[config.mk]
export PLATFORM = sky130hd
export DESIGN_NAME = joystick_frame_receiver_top
export DESIGN_NICKNAME = d
export VERILOG_FILES = /design/src/design/jfr_pkg.sv /design/src/design/joystick_frame_receiver_top.sv /design/src/design/jfr_frame_parser.sv /design/src/design/jfr_event_unit.sv
export SDC_FILE = /design/constraint.sdc
export NUM_CORES = 1
export LEC_CHECK = 0
export BUFFER_PORTS_ARGS = -buffer_cell sky130_fd_sc_hd__buf_2
export CAP_MARGIN = 10
export CORE_UTILIZATION = 40
export CTS_BUF_LIST = sky130_fd_sc_hd__clkbuf_4 sky130_fd_sc_hd__clkbuf_8 sky130_fd_sc_hd__clkbuf_16
export CTS_CLUSTER_SIZE = 30
export DETAILED_ROUTE_END_ITERATION = 10
export PLACE_DENSITY_LB_ADDON = 0.15
export SLEW_MARGIN = 20
export SYNTH_ARGS = -nofsm -noshare
export SYNTH_HDL_FRONTEND = slang
export SYNTH_SLANG_ARGS = --single-unit
[constraint.sdc]
create_clock -name clk -period 7.4 [get_ports clk]
set_input_delay 0.37 -clock clk [delete_from_list [all_inputs] [get_ports clk]]
set_output_delay 0.37 -clock clk [all_outputs]
set_load 0.03 [all_outputs]
[src/design/jfr_pkg.sv]
package jfr_pkg;

    localparam int PAYLOAD_DEPTH = 8;
    localparam int CNT_W         = $clog2(PAYLOAD_DEPTH + 1);
    localparam int IDX_W         = $clog2(PAYLOAD_DEPTH);

    localparam int NUM_BUTTONS   = 6;
    localparam int BTN_W         = 3;

    localparam logic [7:0] FRAME_START = 8'h02;
    localparam logic [7:0] FRAME_END   = 8'h03;
    localparam logic [7:0] BYTE_MAX    = 8'd127;
    localparam logic [6:0] CHAR_A      = 7'h41;
    localparam logic [6:0] CHAR_L      = 7'h4C;

    localparam int ASCII_ZERO    = 48;
    localparam int STICK_OFFSET  = 200;
    localparam int STICK_LIMIT   = 100;
    localparam int DIGIT_BIAS    = ASCII_ZERO * 111 + STICK_OFFSET;

    localparam logic [15:0] SILENCE_MAX    = 16'hFFFF;
    localparam logic [15:0] TIMEOUT_RESET  = 16'd1000;

    localparam logic REG_TIMEOUT = 1'b0;
    localparam logic REG_MASK    = 1'b1;

    typedef enum logic [1:0] {
        MODE_BYTE     = 2'd0,
        MODE_TICK     = 2'd1,
        MODE_OVERRIDE = 2'd2
    } mode_t;

    typedef enum logic [1:0] {
        EV_PRESS   = 2'd0,
        EV_RELEASE = 2'd1,
        EV_STICK   = 2'd2,
        EV_TIMEOUT = 2'd3
    } kind_t;

    typedef struct packed {
        logic              done;
        logic              btn_valid;
        logic [BTN_W-1:0]  btn;
        logic              press;
        logic              stick_valid;
        logic signed [7:0] x;
        logic signed [7:0] y;
    } frame_t;

    typedef struct packed {
        kind_t             kind;
        logic [BTN_W-1:0]  button;
        logic signed [7:0] x;
        logic signed [7:0] y;
        logic [5:0]        states;
    } event_t;

endpackage

[src/design/joystick_frame_receiver_top.sv]
// Joystick frame receiver.
// Input stream (s_axis_*): one transaction per item. tuser carries the mode
// (serial byte, millisecond tick, host button override); tdata carries the
// byte and the override button and press flag.
// Output stream (m_axis_*): zero or one event per input item. tuser carries
// the event kind; tdata carries the button, stick X/Y and latched buttons.
// Configuration: APB port, timeout at address 0, momentary mask at 4.
// Path: an event passes through the input register and then the output
// register; while the output stalls the item waits in the input register.
// Throughput: one item per cycle while the output is not stalled, set by
// the single decode step between the input and output registers; the frame
// and silence state update only when an item passes the decode step.
// Reset: no frame open, buttons and stick zero, silence zero, no timeout
// armed until the first frame ends; timeout 1000 ticks, mask zero.
// Stall: while the output register holds an untaken event the decode step
// holds, and s_axis_tready drops once the input register is full too.
module joystick_frame_receiver_top
    import jfr_pkg::*;
(
    input  logic        clk,
    input  logic        rst_n,
    input  logic        s_axis_tvalid,
    output logic        s_axis_tready,
    // [7:0] data_byte, [10:8] button_index, [11] button_pressed, [15:12] zero
    input  logic [15:0] s_axis_tdata,
    // [1:0] mode
    input  logic [1:0]  s_axis_tuser,
    output logic        m_axis_tvalid,
    input  logic        m_axis_tready,
    // [2:0] event_button, [10:3] joy_x, [18:11] joy_y, [24:19] button_states,
    // [31:25] zero
    output logic [31:0] m_axis_tdata,
    // [1:0] event_kind
    output logic [1:0]  m_axis_tuser,
    input  logic        psel,
    input  logic        penable,
    input  logic        pwrite,
    input  logic [2:0]  paddr,
    input  logic [31:0] pwdata,
    output logic [31:0] prdata,
    output logic        pready
);

    logic             in_valid_reg;
    logic             in_valid_next;
    mode_t            in_mode_reg;
    logic [7:0]       in_byte_reg;
    logic [BTN_W-1:0] in_index_reg;
    logic             in_pressed_reg;
    logic             out_valid_reg;
    logic             out_valid_next;
    event_t           out_reg;
    logic [15:0]      timeout_reg;
    logic [5:0]       mask_reg;

    logic             advance;
    logic             in_take;
    logic             cfg_write;
    frame_t           frame;
    logic             ev_valid;
    event_t           ev;

    assign pready    = 1'b1;
    assign cfg_write = psel && penable && pwrite && pready;
    assign prdata    = (paddr[2] == REG_TIMEOUT) ? 32'(timeout_reg) : 32'(mask_reg);

    assign advance       = in_valid_reg && (!out_valid_reg || m_axis_tready);
    assign s_axis_tready = !in_valid_reg || advance;
    assign in_take       = s_axis_tvalid && s_axis_tready;

    always_comb
    begin
        in_valid_next = in_take ? 1'b1 : (advance ? 1'b0 : in_valid_reg);
        if (advance)
        begin
            out_valid_next = ev_valid;
        end
        else if (m_axis_tready)
        begin
            out_valid_next = 1'b0;
        end
        else
        begin
            out_valid_next = out_valid_reg;
        end
    end

    jfr_frame_parser u_parser (
        .clk       (clk),
        .rst_n     (rst_n),
        .byte_en   (advance && (in_mode_reg == MODE_BYTE)),
        .data_byte (in_byte_reg),
        .frame     (frame)
    );

    jfr_event_unit u_events (
        .clk              (clk),
        .rst_n            (rst_n),
        .en               (advance),
        .mode             (in_mode_reg),
        .frame            (frame),
        .override_index   (in_index_reg),
        .override_pressed (in_pressed_reg),
        .timeout_ms       (timeout_reg),
        .momentary_mask   (mask_reg),
        .ev_valid         (ev_valid),
        .ev               (ev)
    );

    always_ff @(posedge clk or negedge rst_n)
    begin
        if (!rst_n)
        begin
            in_valid_reg  <= 1'b0;
            out_valid_reg <= 1'b0;
            timeout_reg   <= TIMEOUT_RESET;
            mask_reg      <= '0;
        end
        else
        begin
            in_valid_reg  <= in_valid_next;
            out_valid_reg <= out_valid_next;
            if (cfg_write)
            begin
                if (paddr[2] == REG_TIMEOUT)
                begin
                    timeout_reg <= pwdata[15:0];
                end
                else
                begin
                    mask_reg <= pwdata[5:0];
                end
            end
        end
    end

    always_ff @(posedge clk)
    begin
        if (in_take)
        begin
            in_mode_reg    <= mode_t'(s_axis_tuser);
            in_byte_reg    <= s_axis_tdata[7:0];
            in_index_reg   <= s_axis_tdata[10:8];
            in_pressed_reg <= s_axis_tdata[11];
        end
        if (advance)
        begin
            out_reg <= ev;
        end
    end

    assign m_axis_tvalid = out_valid_reg;
    assign m_axis_tuser  = out_reg.kind;
    assign m_axis_tdata  = {7'd0, out_reg.states, out_reg.y, out_reg.x, out_reg.button};

    a_stall_blocks_input: assert property (@(posedge clk) disable iff (!rst_n)
        in_valid_reg && out_valid_reg && !m_axis_tready |-> !s_axis_tready)
        else $error("input taken while both stages are full");

endmodule

[src/design/jfr_frame_parser.sv]
module jfr_frame_parser
    import jfr_pkg::*;
(
    input  logic       clk,
    input  logic       rst_n,
    input  logic       byte_en,
    input  logic [7:0] data_byte,
    output frame_t     frame
);

    logic             in_frame_reg;
    logic             in_frame_next;
    logic [CNT_W-1:0] count_reg;
    logic [CNT_W-1:0] count_next;
    logic             store_we;
    logic [6:0]       store_reg [PAYLOAD_DEPTH];

    logic [15:0]        sum_x;
    logic [15:0]        sum_y;
    logic signed [15:0] val_x;
    logic signed [15:0] val_y;
    logic [6:0]         letter;
    logic [3:0]         code;

    always_comb
    begin
        sum_x = 16'(store_reg[0]) * 16'd100 + 16'(store_reg[1]) * 16'd10
                + 16'(store_reg[2]);
        sum_y = 16'(store_reg[3]) * 16'd100 + 16'(store_reg[4]) * 16'd10
                + 16'(store_reg[5]);
        val_x = $signed(sum_x) - 16'(DIGIT_BIAS);
        val_y = $signed(sum_y) - 16'(DIGIT_BIAS);
        letter = store_reg[0];
        code = 4'(letter - CHAR_A);
    end

    always_comb
    begin
        in_frame_next = in_frame_reg;
        count_next    = count_reg;
        store_we      = 1'b0;
        frame         = '0;
        frame.btn     = code[3:1];
        frame.press   = ~code[0];
        frame.x       = val_x[7:0];
        frame.y       = val_y[7:0];
        if (byte_en)
        begin
            if (!in_frame_reg)
            begin
                if (data_byte == FRAME_START)
                begin
                    in_frame_next = 1'b1;
                    count_next    = '0;
                end
            end
            else if (data_byte > BYTE_MAX)
            begin
                in_frame_next = 1'b0;
            end
            else if (data_byte == FRAME_END)
            begin
                in_frame_next = 1'b0;
                frame.done    = 1'b1;
                frame.btn_valid = (count_reg == CNT_W'(1)) &&
                                  (letter >= CHAR_A) && (letter <= CHAR_L);
                frame.stick_valid = (count_reg == CNT_W'(6)) &&
                                    (val_x >= -16'(STICK_LIMIT)) &&
                                    (val_x <= 16'(STICK_LIMIT)) &&
                                    (val_y >= -16'(STICK_LIMIT)) &&
                                    (val_y <= 16'(STICK_LIMIT));
            end
            else if (count_reg >= CNT_W'(PAYLOAD_DEPTH))
            begin
                in_frame_next = 1'b0;
            end
            else
            begin
                store_we   = 1'b1;
                count_next = count_reg + CNT_W'(1);
            end
        end
    end

    always_ff @(posedge clk or negedge rst_n)
    begin
        if (!rst_n)
        begin
            in_frame_reg <= 1'b0;
            count_reg    <= '0;
        end
        else
        begin
            in_frame_reg <= in_frame_next;
            count_reg    <= count_next;
        end
    end

    always_ff @(posedge clk)
    begin
        if (store_we)
        begin
            store_reg[count_reg[IDX_W-1:0]] <= data_byte[6:0];
        end
    end

    a_count_bound: assert property (@(posedge clk) disable iff (!rst_n)
        count_reg <= CNT_W'(PAYLOAD_DEPTH))
        else $error("payload count beyond depth");

    a_done_leaves_frame: assert property (@(posedge clk) disable iff (!rst_n)
        frame.done |=> !in_frame_reg)
        else $error("frame still open after end byte");

endmodule

[src/design/jfr_event_unit.sv]
module jfr_event_unit
    import jfr_pkg::*;
(
    input  logic             clk,
    input  logic             rst_n,
    input  logic             en,
    input  mode_t            mode,
    input  frame_t           frame,
    input  logic [BTN_W-1:0] override_index,
    input  logic             override_pressed,
    input  logic [15:0]      timeout_ms,
    input  logic [5:0]       momentary_mask,
    output logic             ev_valid,
    output event_t           ev
);

    logic [5:0]        buttons_reg;
    logic [5:0]        buttons_next;
    logic signed [7:0] x_reg;
    logic signed [7:0] x_next;
    logic signed [7:0] y_reg;
    logic signed [7:0] y_next;
    logic [15:0]       silence_reg;
    logic [15:0]       silence_next;
    logic              seen_reg;
    logic              seen_next;

    logic              act;
    logic [BTN_W-1:0]  act_btn;
    logic              act_press;
    logic [5:0]        act_bit;
    logic [15:0]       silence_inc;

    always_comb
    begin
        buttons_next = buttons_reg;
        x_next       = x_reg;
        y_next       = y_reg;
        silence_next = silence_reg;
        seen_next    = seen_reg;
        ev_valid     = 1'b0;
        ev.kind      = EV_STICK;
        act          = 1'b0;
        act_btn      = frame.btn;
        act_press    = frame.press;
        silence_inc  = (silence_reg < SILENCE_MAX) ? silence_reg + 16'd1 : silence_reg;

        case (mode)
            MODE_BYTE:
            begin
                if (frame.done)
                begin
                    silence_next = '0;
                    seen_next    = 1'b0;
                    act          = frame.btn_valid;
                    if (frame.stick_valid)
                    begin
                        x_next   = frame.x;
                        y_next   = frame.y;
                        ev_valid = 1'b1;
                        ev.kind  = EV_STICK;
                    end
                end
            end
            MODE_TICK:
            begin
                silence_next = silence_inc;
                if ((silence_inc > timeout_ms) && !seen_reg)
                begin
                    seen_next = 1'b1;
                    ev_valid  = 1'b1;
                    ev.kind   = EV_TIMEOUT;
                end
            end
            MODE_OVERRIDE:
            begin
                act       = override_index < BTN_W'(NUM_BUTTONS);
                act_btn   = override_index;
                act_press = override_pressed;
            end
            default:
            begin
                act = 1'b0;
            end
        endcase

        act_bit = 6'd1 << act_btn;
        if (act)
        begin
            if (act_press)
            begin
                buttons_next = buttons_reg | (act_bit & ~momentary_mask);
            end
            else
            begin
                buttons_next = buttons_reg & ~act_bit;
            end
            ev_valid = 1'b1;
            ev.kind  = act_press ? EV_PRESS : EV_RELEASE;
        end

        ev.button = act ? act_btn : '0;
        ev.x      = x_next;
        ev.y      = y_next;
        ev.states = buttons_next;
    end

    always_ff @(posedge clk or negedge rst_n)
    begin
        if (!rst_n)
        begin
            buttons_reg <= '0;
            x_reg       <= '0;
            y_reg       <= '0;
            silence_reg <= '0;
            seen_reg    <= 1'b1;
        end
        else if (en)
        begin
            buttons_reg <= buttons_next;
            x_reg       <= x_next;
            y_reg       <= y_next;
            silence_reg <= silence_next;
            seen_reg    <= seen_next;
        end
    end

    a_timeout_once: assert property (@(posedge clk) disable iff (!rst_n)
        en && ev_valid && (ev.kind == EV_TIMEOUT) |-> !seen_reg ##1 seen_reg)
        else $error("timeout event without armed state");

    a_frame_clears_silence: assert property (@(posedge clk) disable iff (!rst_n)
        en && (mode == MODE_BYTE) && frame.done |=> (silence_reg == '0) && !seen_reg)
        else $error("silence counter not restarted by frame end");

endmodule
==> metrics.cfg <==
[critical_path]
reg2reg_from = u_parser.store_reg[0][2]$_DFFE_PP_
path_delay_family = adder cells
max_stage_delay_ns = 0.56
criticalPathCategory = reg -> reg
cp.arrival_ns = 6.75
crit_chain = inv_1, ha_1, ha_1, fa_1, ha_1, a21o_1, a21oi_1, xnor2_1, ha_1, a21o_1, nor3_1, a22o_1, xnor2_1, inv_2, ha_1, or3_1, a2111oi_0, and4_1, o22ai_4, buf_4, mux2_4
crit_slowest_cell = a2111oi_0
reg2reg_setup_slack_ns = 0.83
path_buf_inv = 3
end_kind = flip-flop
start_kind = flip-flop
crit_top_cell = ha_1
regToRegEndpoint = m_axis_tdata[17]$_DFFE_PP_
cp-startpoint = u_parser.store_reg[0][2]$_DFFE_PP_
worst-path-max-fanout = 20
cp-endpoint = m_axis_tdata[17]$_DFFE_PP_
cp.required_ns = 7.58
path_depth = 21
worst_r2r_path_depth = 21

[global_routing]
track_usage_pct = 17.1
grt_max_degree = 69
grt_pass1_wl_mm = 38.3
gr-total-overflow = 0
grt_pass1_vias = 7488
antenna_found_initial = 0

[worst_hold_path]
hp-class = in -> reg
min_from = s_axis_tdata[7]

[floorplanning]
design.portCount = 129
dieArea_um2 = 28600
core_area_um2 = 27200
die_x_um = 169
std_cell_rows = 60
start_util_pct = 41.1
dieHeight_um = 169

[placed_design]
gp_congestion = 0.850
placedInstanceArea_um2 = 11900
post-place-ws_ns = 0.765
io_buffers = 82
dp_cells = 1498
hpwl_mm = 18.8

[final_layout]
stdcell_count = 1530
regArea_um2 = 4200
final_area_um2 = 12500
antenna_cells = 0
syn2layout_area_growth_pct = 11.9
finalNetCount = 1369
final_layout_size_suffix_gt1_share_pct = 17.7
layout_commonest_cell = ha_1
layout_common_cells = 154 x ha_1, 88 x inv_1, 83 x edfxtp_1
fillerInstances = 2634
largest_reg_flops = 42
multi_input_area_um2 = 6470

[sta]
tightest_slew_ns = 1.05
tns_ns = 0
skew_ns = 0.00832
relSlewSlack_pct = 29.1
fin_crit_ns = 6.57
fin_ws_ns = 0.833
fin_crit_sh_pct = 88.7
rsz0062_at_grt = no
hold_viol = 0
final_max_slew_viol_count = 0
setup_viol = 0
fmax_ghz = 0.152

[route]
wl_per_cell_um = 15.8
wirelength_mm = 24.2
viasPerCell = 5.11
route.antenna.remaining_nets = 0
vias = 7811
drt_iter0_drc = 446
drcViolationCount = 0
dr.pass1.iters = 4

[synthesis]
async_flop_share_pct = 45.0
ys.flop_type = edfxtp_1
synth_cells = 1055
syn_area_per_cell_um2 = 10.6
ys_seq_area_share_pct = 37.6
synth_edf_count = 83
synth.distinct_cells = 93
synth_area_um2 = 11200
ys_ff_latch = 151
ys.warnings.count = 0

[clock_tree]
cts_made_buffers = 17
post_cts_resized = 0
clockBufferDepth = 2
clock_latency_ns = 0.43
cts_max_level = 4
clk_pin_slew_ns = 0.07
clockRootBuffer = clkbuf_16
cts-hold-fix-buffers = 0
cts_setup_buffers = 0
clock-sinks = 151
cts_tree = yes

[power]
vdd_drop_max_mv = 0.140
leakage_uw = 0.00583
power_density_nw_per_um2 = 176

[outcome]
status = complete, no violations

[flow_run]
max_cap_viol_count = 0

## cell usage after synthesis (4+ instances only)
cell type	count	area, um2
ha_1	154	1930
inv_1	88	330
edfxtp_1	83	2490
a21oi_1	67	335
nor2_1	67	251
dfrtp_1	61	1530
nand2_1	44	165
o21ai_0	43	215
xnor2_1	37	324
mux2_2	28	315
buf_4	24	180
nand3_1	23	115
a21o_1	22	165
nor3_1	22	110
mux2_4	21	315
xor2_1	21	184
nor2b_1	15	93.8
a31oi_1	12	75.1
mux2i_1	12	120
nand2b_1	11	68.8
clkbuf_1	10	37.5
fa_1	10	200
nand4_1	9	56.3
o21a_1	9	67.6
and3_1	8	50.1
o21bai_1	8	60.1
a22o_1	7	61.3
dfstp_2	7	184
nor4_1	7	43.8
o211ai_1	7	52.6
or2_2	7	43.8
and2_1	6	37.5
o31ai_1	5	37.5
or3_1	5	31.3
a211oi_1	4	30.0
nor3b_1	4	30.0
o21ai_1	4	20.0
or4_1	4	30.0
## layout make-up
class                           count  area share [%]
Inverter                           91            2.73
Multi-Input combinational cell    797            51.7
Clock inverter                     14            1.19
Timing Repair Buffer               87            3.58
Sequential cell                   151            33.6
Clock buffer                       18            3.46
Tap cell                          372            3.72
## power breakdown
group / leakage [uW] / internal [uW] / switching (uW) / total [uW]
clock: 0.000279 / 503 / 367 / 870
sequential: 0.00163 / 966 / 46.3 / 1010
combinational: 0.00392 / 116 / 205 / 322
total: 0.00583 / 1590 / 619 / 2200
## per-stage QoR
| stage | hold WS, ns | total power (uW) | util (%) |
|---|---|---|---|
| floorplan | 0.0744 | 1260 | - |
| global placement | 0.488 | 1350 | 43.9 |
| detailed placement | 0.494 | 1350 | 43.9 |
| CTS | 0.0994 | 2230 | 46.0 |
| global route | 0.101 | 2300 | 46.0 |
| finish | 0.116 | 2200 | 46.0 |
## per-layer routing
layer / wire length [um] / global-route usage, % / vias up / part of all wire, %
li1: - / - / 3996 / -
met1: 12000 / 23.4 / 3692 / 50
met2: 11100 / 27.7 / 95 / 46
met3: 619 / 2.78 / 28 / 2.6
met4: 468 / 5.01 / 0 / 1.9
met5: 0 / 0 / - / 0
## worst register-to-register path, stage by stage, from the launching register on
cell	delay, ns
edfxtp_1	0.50
inv_1	0.13
ha_1	0.31
ha_1	0.32
fa_1	0.46
ha_1	0.38
a21o_1	0.18
a21oi_1	0.17
xnor2_1	0.15
ha_1	0.30
a21o_1	0.23
nor3_1	0.14
a22o_1	0.22
xnor2_1	0.22
inv_2	0.10
ha_1	0.37
or3_1	0.40
a2111oi_0	0.56
and4_1	0.31
o22ai_4	0.22
buf_4	0.33
mux2_4	0.34
## cell families (layout without fill, tap and decap cells)
logic type | after synthesis | count (layout) | share of synthesized area, %
DFF | 151 | 151 | 37.6
and+or+nand+nor | 253 | 253 | 12.0
adders and majority gates | 164 | 164 | 19.0
AOI/OAI and AO/OA | 235 | 235 | 14.3
buffers and inverters | 129 | 210 | 5.34
muxes | 61 | 61 | 6.71
xor gates and xnor gates | 60 | 60 | 4.89
other | 2 | 24 | 0.0672
## how the worst min path moves through the flow
stage	cells after the start	end	slack, ns
final	1	in_byte_reg[7]$_DFFE_PP_	0.12
after global routing	1	in_byte_reg[3]$_DFFE_PP_	0.10
after CTS	1	in_byte_reg[3]$_DFFE_PP_	0.1
after detailed placement	1	timeout_reg[1]$_DFFE_PN0P_	0.49
after global placement	1	timeout_reg[13]$_DFFE_PN0P_	0.49
after floorplan	0	in_valid_reg$_DFFE_PN0P_	0.07
(Power assumes the default switching activity.)
